## config.mk

```make
export PLATFORM = sky130hd
export DESIGN_NAME = packet_framer_xor_checksum
export DESIGN_NICKNAME = d
export VERILOG_FILES = /design/src/sv/pfx_pkg.sv /design/src/sv/pfx_front.sv /design/src/sv/pfx_desc_queue.sv /design/src/sv/pfx_back.sv /design/src/sv/packet_framer_xor_checksum.sv
export SDC_FILE = /design/constraint.sdc
export NUM_CORES = 1
export LEC_CHECK = 0
export ABC_CLOCK_PERIOD_IN_PS = 7900
export BUFFER_PORTS_ARGS = -buffer_cell sky130_fd_sc_hd__buf_4
export CAP_MARGIN = 15
export CORE_UTILIZATION = 42
export CTS_CLUSTER_DIAMETER = 50
export DETAILED_ROUTE_END_ITERATION = 7
export HOLD_SLACK_MARGIN = 0.1
export PLACE_DENSITY = 0.57
export SETUP_SLACK_MARGIN = 0.15
export SYNTH_ARGS = -nofsm -noshare
export SYNTH_HDL_FRONTEND = slang
export SYNTH_SLANG_ARGS = --single-unit
```

## constraint.sdc

```tcl
create_clock -name clk -period 7.9 [get_ports clk]
set_input_delay 1.975 -clock clk [delete_from_list [all_inputs] [get_ports clk]]
set_output_delay 1.975 -clock clk [all_outputs]
set_load 0.005 [all_outputs]
```

## src/sv/pfx_pkg.sv

```systemverilog
// Shared types and constants for the length-prefixed frame builder.
// No dependencies; imported by every module of the block.
package pfx_pkg;

	// Widths fixed by the frame format
	localparam int BYTE_W = 8;
	localparam int CNT_W  = 6;

	// Configuration register indexes and reset values
	localparam int CFG_IDX_W = 2;
	localparam logic [CFG_IDX_W-1:0] REG_HEADER_FIRST  = 2'd0;
	localparam logic [CFG_IDX_W-1:0] REG_HEADER_SECOND = 2'd1;
	localparam logic [BYTE_W-1:0] HEADER_FIRST_RST  = 8'hAA;
	localparam logic [BYTE_W-1:0] HEADER_SECOND_RST = 8'h55;

	// Frame descriptor queue geometry
	localparam int DQ_DEPTH = 2;
	localparam int DQ_PTR_W = 1;
	localparam int DQ_CNT_W = 2;

	// Result queue geometry
	localparam int OUT_DEPTH = 4;
	localparam int OPTR_W    = 2;
	localparam int OCNT_W    = 3;

	// Input item
	typedef struct packed {
		logic [BYTE_W-1:0] data_byte;
		logic              byte_valid;
		logic              end_of_payload;
	} in_t;

	// Result item
	typedef struct packed {
		logic [BYTE_W-1:0] out_byte;
		logic              frame_last;
		logic              overflow;
	} out_t;

	// Configuration write
	typedef struct packed {
		logic                 we;
		logic [CFG_IDX_W-1:0] index;
		logic [BYTE_W-1:0]    data;
	} cfg_wr_t;

	// Payload buffer write from the front end
	typedef struct packed {
		logic              en;
		logic              bank;
		logic [CNT_W-1:0]  idx;
		logic [BYTE_W-1:0] data;
	} mem_wr_t;

	// One closed frame waiting to be sent
	typedef struct packed {
		logic [CNT_W-1:0]  count;
		logic              dropped;
		logic [BYTE_W-1:0] checksum;
	} desc_t;

endpackage

```

## src/sv/pfx_front.sv

```systemverilog
// Front end: takes input transfers, writes payload bytes into the current
// buffer bank and closes frames into descriptors. Depends on pfx_pkg.
module pfx_front #(
	parameter int MAX_PAYLOAD = 60
) (
	input  logic             clk,
	input  logic             arst_n,
	input  logic             push,
	output logic             full,
	input  pfx_pkg::in_t     item,
	input  logic             q_full,
	output pfx_pkg::mem_wr_t mem_wr,
	output logic             desc_push,
	output pfx_pkg::desc_t   desc
);
	import pfx_pkg::*;

	logic [CNT_W-1:0]  cnt_q;
	logic              drop_q;
	logic [BYTE_W-1:0] xor_q;
	logic              bank_q;

	logic              accept;
	logic              append;
	logic [CNT_W-1:0]  cnt_nxt;
	logic              drop_nxt;
	logic [BYTE_W-1:0] xor_nxt;

	// Both banks held by the back end means no room for a new payload
	assign full   = q_full;
	assign accept = push & ~q_full;
	assign append = item.byte_valid & (cnt_q < CNT_W'(MAX_PAYLOAD));

	assign cnt_nxt  = cnt_q + CNT_W'(append);
	assign drop_nxt = drop_q | (item.byte_valid & ~append);
	assign xor_nxt  = xor_q ^ (append ? item.data_byte : '0);

	// Buffer write at the current fill position
	assign mem_wr.en   = accept & append;
	assign mem_wr.bank = bank_q;
	assign mem_wr.idx  = cnt_q;
	assign mem_wr.data = item.data_byte;

	// Close the frame; checksum also covers the length byte
	assign desc_push     = accept & item.end_of_payload;
	assign desc.count    = cnt_nxt;
	assign desc.dropped  = drop_nxt;
	assign desc.checksum = xor_nxt ^ BYTE_W'(cnt_nxt);

	// Running frame state
	always_ff @(posedge clk or negedge arst_n) begin
		if (!arst_n) begin
			cnt_q  <= '0;
			drop_q <= 1'b0;
			xor_q  <= '0;
			bank_q <= 1'b0;
		end else if (accept) begin
			if (item.end_of_payload) begin
				cnt_q  <= '0;
				drop_q <= 1'b0;
				xor_q  <= '0;
				bank_q <= ~bank_q;
			end else begin
				cnt_q  <= cnt_nxt;
				drop_q <= drop_nxt;
				xor_q  <= xor_nxt;
			end
		end
	end

	// Fill count never passes the buffer size
	assert property (@(posedge clk) disable iff (!arst_n)
		cnt_q <= CNT_W'(MAX_PAYLOAD))
		else $error("front fill count beyond buffer size");

	// A closed frame always leaves the front end empty
	assert property (@(posedge clk) disable iff (!arst_n)
		desc_push |=> (cnt_q == '0) && !drop_q && (xor_q == '0))
		else $error("front state not cleared after frame close");

	// A dropped byte means the buffer was full
	assert property (@(posedge clk) disable iff (!arst_n)
		(accept && item.byte_valid && !append) |-> (cnt_q == CNT_W'(MAX_PAYLOAD)))
		else $error("byte dropped with buffer space left");

endmodule

```

## src/sv/pfx_desc_queue.sv

```systemverilog
// Two-entry queue of closed-frame descriptors between front and back end.
// Entry order also fixes buffer bank ownership. Depends on pfx_pkg.
module pfx_desc_queue (
	input  logic           clk,
	input  logic           arst_n,
	input  logic           wr_en,
	input  pfx_pkg::desc_t wr_desc,
	output logic           q_full,
	output logic           rd_valid,
	input  logic           rd_en,
	output pfx_pkg::desc_t rd_desc
);
	import pfx_pkg::*;

	desc_t                entry_q [DQ_DEPTH];
	logic [DQ_PTR_W-1:0]  wr_ptr_q;
	logic [DQ_PTR_W-1:0]  rd_ptr_q;
	logic [DQ_CNT_W-1:0]  cnt_q;
	logic                 do_wr;
	logic                 do_rd;

	assign q_full   = (cnt_q == DQ_CNT_W'(DQ_DEPTH));
	assign rd_valid = (cnt_q != '0);
	assign rd_desc  = entry_q[rd_ptr_q];
	assign do_wr    = wr_en & ~q_full;
	assign do_rd    = rd_en & rd_valid;

	// Descriptor storage
	always_ff @(posedge clk) begin
		if (do_wr) begin
			entry_q[wr_ptr_q] <= wr_desc;
		end
	end

	// Pointers and occupancy
	always_ff @(posedge clk or negedge arst_n) begin
		if (!arst_n) begin
			wr_ptr_q <= '0;
			rd_ptr_q <= '0;
			cnt_q    <= '0;
		end else begin
			if (do_wr) begin
				wr_ptr_q <= wr_ptr_q + 1'b1;
			end
			if (do_rd) begin
				rd_ptr_q <= rd_ptr_q + 1'b1;
			end
			cnt_q <= cnt_q + DQ_CNT_W'(do_wr) - DQ_CNT_W'(do_rd);
		end
	end

	// The front end never closes a frame into a full queue
	assert property (@(posedge clk) disable iff (!arst_n)
		wr_en |-> !q_full)
		else $error("descriptor written into full queue");

	// The back end only retires a frame it holds
	assert property (@(posedge clk) disable iff (!arst_n)
		rd_en |-> rd_valid)
		else $error("descriptor retired from empty queue");

	// Pointers differ by the occupancy
	assert property (@(posedge clk) disable iff (!arst_n)
		(cnt_q == '0 || cnt_q == DQ_CNT_W'(DQ_DEPTH)) |-> (wr_ptr_q == rd_ptr_q))
		else $error("descriptor queue pointers out of step");

endmodule

```

## src/sv/pfx_back.sv

```systemverilog
// Back end: holds the two-bank payload buffer and sync registers, and walks
// each descriptor out as a byte stream into a small result queue.
// Depends on pfx_pkg.
module pfx_back #(
	parameter int MAX_PAYLOAD = 60
) (
	input  logic              clk,
	input  logic              arst_n,
	input  pfx_pkg::cfg_wr_t  cfg,
	input  pfx_pkg::mem_wr_t  mem_wr,
	input  logic              desc_valid,
	input  pfx_pkg::desc_t    desc,
	output logic              desc_pop,
	output logic              empty,
	input  logic              pop,
	output pfx_pkg::out_t     result
);
	import pfx_pkg::*;

	localparam int DEPTH  = 2 * MAX_PAYLOAD;
	localparam int ADDR_W = (DEPTH > 1) ? $clog2(DEPTH) : 1;

	// Sequencer codes
	localparam logic [2:0] ST_HDR1 = 3'd0;
	localparam logic [2:0] ST_HDR2 = 3'd1;
	localparam logic [2:0] ST_LEN  = 3'd2;
	localparam logic [2:0] ST_PAY  = 3'd3;
	localparam logic [2:0] ST_SUM  = 3'd4;

	logic [BYTE_W-1:0] mem [DEPTH];
	logic [BYTE_W-1:0] rd_data_q;

	logic [BYTE_W-1:0] hdr1_q;
	logic [BYTE_W-1:0] hdr2_q;

	logic [2:0]        state_q;
	logic [2:0]        state_nxt;
	logic [CNT_W-1:0]  idx_q;
	logic [CNT_W-1:0]  idx_nxt;
	logic              bank_q;

	logic              credit;
	logic              issue;
	logic              tok_pay;
	logic              tok_last;
	logic [BYTE_W-1:0] tok_byte;
	logic [ADDR_W-1:0] wr_addr;
	logic [ADDR_W-1:0] rd_addr;

	logic              valid_s1;
	logic              pay_s1;
	logic              last_s1;
	logic              ovf_s1;
	logic [BYTE_W-1:0] byte_s1;

	out_t              ofifo_q [OUT_DEPTH];
	logic [OPTR_W-1:0] owr_q;
	logic [OPTR_W-1:0] ord_q;
	logic [OCNT_W-1:0] ocnt_q;
	logic              opop;

	// Bank b occupies entries b*MAX_PAYLOAD and up
	function automatic logic [ADDR_W-1:0] buf_addr(input logic bank,
			input logic [CNT_W-1:0] idx);
		logic [CNT_W:0] sum;
		sum = {1'b0, idx} + (bank ? (CNT_W+1)'(MAX_PAYLOAD) : '0);
		return ADDR_W'(sum);
	endfunction

	assign wr_addr = buf_addr(mem_wr.bank, mem_wr.idx);
	assign rd_addr = buf_addr(bank_q, idx_q);

	// Sync byte registers
	always_ff @(posedge clk or negedge arst_n) begin
		if (!arst_n) begin
			hdr1_q <= HEADER_FIRST_RST;
			hdr2_q <= HEADER_SECOND_RST;
		end else if (cfg.we) begin
			case (cfg.index)
				REG_HEADER_FIRST:  hdr1_q <= cfg.data;
				REG_HEADER_SECOND: hdr2_q <= cfg.data;
				default: ;
			endcase
		end
	end

	// Payload buffer: one write port, one registered read port
	always_ff @(posedge clk) begin
		if (mem_wr.en) begin
			mem[wr_addr] <= mem_wr.data;
		end
		if (issue && tok_pay) begin
			rd_data_q <= mem[rd_addr];
		end
	end

	// Room in the result queue counting the byte in flight
	assign credit = (ocnt_q + OCNT_W'(valid_s1)) < OCNT_W'(OUT_DEPTH);

	// Frame sequencer: one byte per cycle while there is room
	always_comb begin
		state_nxt = state_q;
		idx_nxt   = idx_q;
		issue     = 1'b0;
		tok_pay   = 1'b0;
		tok_last  = 1'b0;
		tok_byte  = '0;
		desc_pop  = 1'b0;
		case (state_q)
			ST_HDR1: begin
				if (desc_valid && credit) begin
					issue     = 1'b1;
					tok_byte  = hdr1_q;
					state_nxt = ST_HDR2;
				end
			end
			ST_HDR2: begin
				if (credit) begin
					issue     = 1'b1;
					tok_byte  = hdr2_q;
					state_nxt = ST_LEN;
				end
			end
			ST_LEN: begin
				if (credit) begin
					issue     = 1'b1;
					tok_byte  = BYTE_W'(desc.count);
					idx_nxt   = '0;
					state_nxt = (desc.count == '0) ? ST_SUM : ST_PAY;
				end
			end
			ST_PAY: begin
				if (credit) begin
					issue   = 1'b1;
					tok_pay = 1'b1;
					if (idx_q == desc.count - CNT_W'(1)) begin
						state_nxt = ST_SUM;
					end else begin
						idx_nxt = idx_q + CNT_W'(1);
					end
				end
			end
			ST_SUM: begin
				if (credit) begin
					issue     = 1'b1;
					tok_last  = 1'b1;
					tok_byte  = desc.checksum;
					desc_pop  = 1'b1;
					state_nxt = ST_HDR1;
				end
			end
			default: begin
				state_nxt = ST_HDR1;
			end
		endcase
	end

	always_ff @(posedge clk or negedge arst_n) begin
		if (!arst_n) begin
			state_q <= ST_HDR1;
			idx_q   <= '0;
			bank_q  <= 1'b0;
		end else begin
			state_q <= state_nxt;
			idx_q   <= idx_nxt;
			if (desc_pop) begin
				bank_q <= ~bank_q;
			end
		end
	end

	// Stage 1: byte waits for the registered buffer read data
	always_ff @(posedge clk or negedge arst_n) begin
		if (!arst_n) begin
			valid_s1 <= 1'b0;
		end else begin
			valid_s1 <= issue;
		end
	end

	always_ff @(posedge clk) begin
		if (issue) begin
			pay_s1  <= tok_pay;
			last_s1 <= tok_last;
			ovf_s1  <= desc.dropped;
			byte_s1 <= tok_byte;
		end
	end

	// Result queue
	assign empty  = (ocnt_q == '0);
	assign opop   = pop & ~empty;
	assign result = ofifo_q[ord_q];

	always_ff @(posedge clk) begin
		if (valid_s1) begin
			ofifo_q[owr_q].out_byte   <= pay_s1 ? rd_data_q : byte_s1;
			ofifo_q[owr_q].frame_last <= last_s1;
			ofifo_q[owr_q].overflow   <= ovf_s1;
		end
	end

	always_ff @(posedge clk or negedge arst_n) begin
		if (!arst_n) begin
			owr_q  <= '0;
			ord_q  <= '0;
			ocnt_q <= '0;
		end else begin
			if (valid_s1) begin
				owr_q <= owr_q + 1'b1;
			end
			if (opop) begin
				ord_q <= ord_q + 1'b1;
			end
			ocnt_q <= ocnt_q + OCNT_W'(valid_s1) - OCNT_W'(opop);
		end
	end

	// Result queue never overfills
	assert property (@(posedge clk) disable iff (!arst_n)
		ocnt_q <= OCNT_W'(OUT_DEPTH))
		else $error("result queue overfilled");

	// Past the sync byte, the sequencer always holds a descriptor
	assert property (@(posedge clk) disable iff (!arst_n)
		(state_q != ST_HDR1) |-> desc_valid)
		else $error("frame sequencer running without descriptor");

	// Payload reads stay below the stored count
	assert property (@(posedge clk) disable iff (!arst_n)
		(state_q == ST_PAY) |-> (idx_q < desc.count))
		else $error("payload read past stored count");

endmodule

```

## src/sv/packet_framer_xor_checksum.sv

```systemverilog
// Length-prefixed frame builder with XOR checksum: top level.
// Ties the front end, descriptor queue and back end. Depends on pfx_pkg.
//
// Payload bytes are pushed one per transfer and buffered; a transfer with
// end_of_payload set closes the frame, which then comes out as sync, sync,
// length, payload bytes and an XOR checksum over length and payload, with
// frame_last on the checksum byte and overflow on every byte of a frame
// that lost bytes past MAX_PAYLOAD. Pushes are taken while full is low.
// A frame leaves at one byte per cycle while there is room, so
// the output side sets the sustained rate. The buffer has two banks: one
// frame can fill while the previous one drains; full is raised while two
// closed frames are held, the draining one included. Results pass
// via the descriptor queue, a staging register and a four-entry queue.
// The sync registers must be written only while no frame is in flight.
module packet_framer_xor_checksum #(
	parameter int MAX_PAYLOAD = 60
) (
	input  logic                               clk,
	input  logic                               arst_n,
	input  logic                               push,
	output logic                               full,
	input  pfx_pkg::in_t                       item,
	output logic                               empty,
	input  logic                               pop,
	output pfx_pkg::out_t                      result,
	input  logic                               cfg_we,
	input  logic [pfx_pkg::CFG_IDX_W-1:0]      cfg_index,
	input  logic [pfx_pkg::BYTE_W-1:0]         cfg_wdata
);
	import pfx_pkg::*;

	cfg_wr_t cfg;
	mem_wr_t mem_wr;
	desc_t   fe_desc;
	desc_t   be_desc;
	logic    fe_push;
	logic    q_full;
	logic    q_valid;
	logic    q_pop;

	assign cfg.we    = cfg_we;
	assign cfg.index = cfg_index;
	assign cfg.data  = cfg_wdata;

	// Accept and buffer payload bytes
	pfx_front #(
		.MAX_PAYLOAD(MAX_PAYLOAD)
	) u_front (
		.clk       (clk),
		.arst_n    (arst_n),
		.push      (push),
		.full      (full),
		.item      (item),
		.q_full    (q_full),
		.mem_wr    (mem_wr),
		.desc_push (fe_push),
		.desc      (fe_desc)
	);

	// Closed frames waiting to drain
	pfx_desc_queue u_desc_queue (
		.clk      (clk),
		.arst_n   (arst_n),
		.wr_en    (fe_push),
		.wr_desc  (fe_desc),
		.q_full   (q_full),
		.rd_valid (q_valid),
		.rd_en    (q_pop),
		.rd_desc  (be_desc)
	);

	// Emit frames
	pfx_back #(
		.MAX_PAYLOAD(MAX_PAYLOAD)
	) u_back (
		.clk        (clk),
		.arst_n     (arst_n),
		.cfg        (cfg),
		.mem_wr     (mem_wr),
		.desc_valid (q_valid),
		.desc       (be_desc),
		.desc_pop   (q_pop),
		.empty      (empty),
		.pop        (pop),
		.result     (result)
	);

endmodule

```

==> results.rst <==
.. list-table::
   :header-rows: 1

   * - Metric
     - Value
   * - Mean post-synth cell area
     - 21.2 sq um
   * - Area of the die
     - 105000 sq um
   * - DR WL/cell
     - 29.7 um
   * - Tcrit/Tclk final
     - 58.4%
   * - Maximum buffer depth of the clock tree
     - 3
   * - Max cap viols
     - 0
   * - Portion of the post-synthesis area used by sequential elements
     - 75.7%
   * - Global Route Usage Sum
     - 20.8%
   * - Total number of vias
     - 20900
   * - ANT cells
     - 0
   * - Metal3 WL
     - 7800 um
   * - Pin count of the biggest net entering global routing
     - 119
   * - Worst path bufs/invs
     - 1
   * - Share of final-layout standard cells stronger than drive strength 1
     - 27.3%
   * - Initial cell density of the core
     - 42.5%
   * - H-Tree Depth
     - 3
   * - Design area
     - 49200 sq um
   * - Count of routing violations after the opening detailed-route iteration
     - 2380
   * - # nets final
     - 2175
   * - Cell area after synthesis
     - 43400 sq um
   * - Top-area cell type share of the netlist area
     - 72.5%
   * - Longest individual stage delay on the worst path
     - 850 ps
   * - Outcome
     - finished clean
   * - Total CTS buffers
     - 117
   * - Post-Place Cells
     - 3374
   * - Post-synthesis cell type count
     - 57
   * - DRC violation count after routing
     - 0
   * - Synthesized instance count
     - 2045
   * - Fillcell total
     - 8346
   * - Number of enable flip-flop cells after synthesis
     - 1049
   * - # hold bufs at CTS
     - 0
   * - Global route overflow
     - 0
   * - Top sig layer
     - met5
   * - Number of buffers inserted by post-CTS setup repair
     - 0
   * - Vias in the first global route
     - 21100
   * - Top-level port count
     - 37
   * - Critical-path cell with the highest stage delay
     - nor2_1
   * - Clock latency reported for the late side of the worst-skew pair
     - 710 ps
   * - Min-Delay Path Class
     - register to register
   * - Core Area
     - 102000 sq um
   * - Leading area contributor after synthesis
     - edfxtp_1
   * - Std-Cell Rows
     - 117
   * - Post-synthesis sequential element count
     - 1103
   * - Number of pins with negative max-slew slack in the final report
     - 0
   * - Commonest register cell after synthesis
     - edfxtp_1
   * - Top post-synthesis cells by area
     - edfxtp_1 (73%), mux4_2 (16%), dfrtp_1 (2.7%), nor2_1 (1.2%), mux2_2 (0.65%)
   * - Clk root buf
     - clkbuf_16
   * - Final non-filler cell total
     - 3594
   * - Gp weighted congestion
     - 0.844
   * - Maximum net fanout on the critical path
     - 15
   * - Number of buffer cells added on primary ports
     - 36
   * - Data required, critical path
     - 8220 ps
   * - Detailed-routed wire length on met2
     - 50200 um
   * - Number of detailed-routing iterations run before antenna repair
     - 8
   * - Count of final hold-check violations
     - 0
   * - Arrival time reported for the critical path endpoint
     - 4940 ps
   * - Initial antenna violation count
     - 6
   * - Finish-stage setup viols
     - 0
   * - Placement Cell Area
     - 45300 sq um
   * - Clock transition at the register clock pins on the worst setup and hold paths after CTS
     - 60 ps
   * - Post-CTS resize count
     - 0
   * - Average vias per placed instance
     - 5.82
   * - Slew at the pin closest to its max-slew limit
     - 1060 ps
   * - Sort of element at the end of the critical path
     - register
   * - Post-detailed-route count of antenna-violating nets
     - 0
   * - Setup TNS Final
     - 0 ps
   * - Die Height
     - 324 um
   * - Clock sink total
     - 1103
   * - Die outline width
     - 324 um
   * - Unrepaired setup endpoints after global routing
     - false
   * - Global-route wire length before repair
     - 154000 um
   * - Met1 Routed Length
     - 45700 um
   * - Worst voltage drop across the vdd grid
     - 0.246 mV
   * - Slew headroom
     - 29.1%
   * - Worst clock skew on the final layout
     - 36.8 ps
   * - TritonCTS clock tree
     - built
   * - Net count after synthesis
     - 2094
   * - Achievable clock frequency
     - 217 MHz
   * - Layout Area Growth over Synthesis
     - 13.4%
   * - Final worst path period need
     - 4620 ps
   * - Synth warnings
     - 0
   * - Critical path, cell by cell
     - buf_4 -> nor2b_1 -> nor3b_1 -> nand3_2 -> nor2_1
   * - Critical path type
     - input pin to register
   * - Power per Cell Area
     - 330 nW/um^2
   * - Crit-path leading delay family
     - simple AND/OR/NAND/NOR gates
   * - Setup crit start kind
     - input pin
   * - Detailed Place HPWL
     - 64400 um
   * - Drt total wl
     - 107000 um
   * - Share of synthesized registers carrying an async set or reset
     - 4.90%
   * - Leakage power
     - 15.3 nW
==> where the power goes <==
| part | switching (W) | internal (W) |
|---|---|---|
| Combinational | 0.00200 | 0.00168 |
| Clock | 0.00232 | 0.00320 |
| Sequential | 0.000287 | 0.00679 |
==> cells by family (layout without fill, tap and decap cells) <==
kind of cell / Yosys count / count (layout) / share of synthesized area, %
buf+inv: 118 / 299 / 1.08
fa+ha+maj: 24 / 24 / 0.726
mux: 354 / 354 / 17.1
simple gates: 288 / 288 / 2.97
compound gates: 114 / 114 / 1.60
flops: 1103 / 1103 / 75.7
xor+xnor: 44 / 44 / 0.887
==> path summary, 6_finish.rpt <==
path	startpoint	to	slack [ps]	depth (start not counted)
worst max-delay path	item[1]	u_back.mem[118][6]	3280	5
worst min-delay path	u_back.hdr1_q[0]	u_back.hdr1_q[0]	510	1
worst max register to register	u_back.bank_q	u_back.rd_data_q[0]	3580	7
worst min register to register	u_back.hdr1_q[0]	u_back.hdr1_q[0]	510	1
max in group asynchronous	arst_n	u_back.idx_q[1]	6000	1
min in group asynchronous	arst_n	u_back.ord_q[1]	1330	1
==> registers in the layout, indices dropped and copies added (netlist names), 2 cells and up <==
signal	flops
u_back.mem	960
u_back.rd_data_q	8
u_desc_queue.cnt_q	2
u_back.owr_q	2
u_back.hdr2_q	8
u_back.byte_s1	8
u_back.ord_q	2
u_back.ofifo_q	40
u_front.cnt_q	6
u_back.hdr1_q	8
u_front.xor_q	8
u_back.state_q	3
u_desc_queue.entry_q	30
u_back.idx_q	6
u_back.ocnt_q	3
==> synthesized netlist by cell type (2+ instances only) <==
master	n
nand2b_1	7
inv_1	16
dfstp_2	8
edfxtp_1	1049
mux2i_1	21
buf_1	21
a41o_1	3
o21ai_0	6
or3_1	2
buf_2	9
buf_6	2
a21oi_1	31
o32ai_1	2
a211oi_1	2
mux2_2	25
nand3_1	11
mux4_2	306
nand4_1	4
o211ai_1	3
nor3_1	13
o21ai_1	22
or2_1	3
a22o_1	3
xnor2_1	27
or2_2	2
nor2b_1	9
a21o_1	3
and3_1	5
xor2_1	17
nor3b_1	3
and2_1	8
clkbuf_1	68
nor4_1	10
ha_1	22
fa_1	2
a221o_1	2
nand2_1	59
o22ai_1	25
and4b_1	2
nor2_1	144
a31oi_1	6
dfrtp_1	46
a22oi_1	2
==> placed cells by master, fill, tap and decap left out, types with 4 or more instances in the layout <==
cell type   count
edfxtp_1     1049
mux4_2        306
nor2_1        144
clkbuf_16     118
buf_4          58
nand2_1        54
dfrtp_1        44
a21oi_1        31
xnor2_1        27
mux2_2         25
o22ai_1        25
o21ai_1        22
clkinv_2       22
mux2i_1        21
ha_1           21
xor2_1         17
clkbuf_1       17
inv_1          16
clkinv_1       14
nor3_1         13
inv_6          13
bufinv_16      13
clkinv_4       11
nor4_1         10
nand3_1         9
nor2b_1         9
and2_1          8
dfstp_2         8
nand2b_1        7
clkinvlp_4      7
o21ai_0         6
a31oi_1         6
and3_1          5
nand2_2         5
nand4_1         4
buf_12          4
==> worst reg2reg max path, delay by kind of cell, from the launching register on <==
kind            cells  cell delay, ps
mux                 2             680
compound gates      1             120
buf+inv             2            1430
fa+ha+maj           1             630
flops               1             490
simple gates        1             680
==> layer usage <==
layer  global-route usage (%)  vias to the layer above
met4                     6.12                       10
li1                         -                     8638
met1                     30.2                    11100
met2                     32.2                      978
met5                        0                        -
met3                     4.00                      189
==> final cells by class <==
class                           instances  area (sq um)  share of cell area [%]
Inverter                               17          63.8                   0.130
Multi-Input combinational cell        824         10100                    20.6
Timing Repair Buffer                   63           520                    1.06
Clock inverter                         84           912                    1.85
Clock buffer                          135          3020                    6.13
Sequential cell                      1103         32900                    66.8
Tap cell                             1368          1710                    3.48
==> through the flow <==
stage	hold WS, ps	total power [W]	setup slack [ps]	util (%)
final	515	0.0163	3280	48.2
after global routing	540	0.0168	3150	48.2
after CTS	515	0.0164	3280	48.2
after detailed placement	500	0.0109	2520	44.3
after global placement	498	0.0109	2610	44.3
after floorplan	459	0.00960	4120	-
Power figures use the tool's default switching activity.
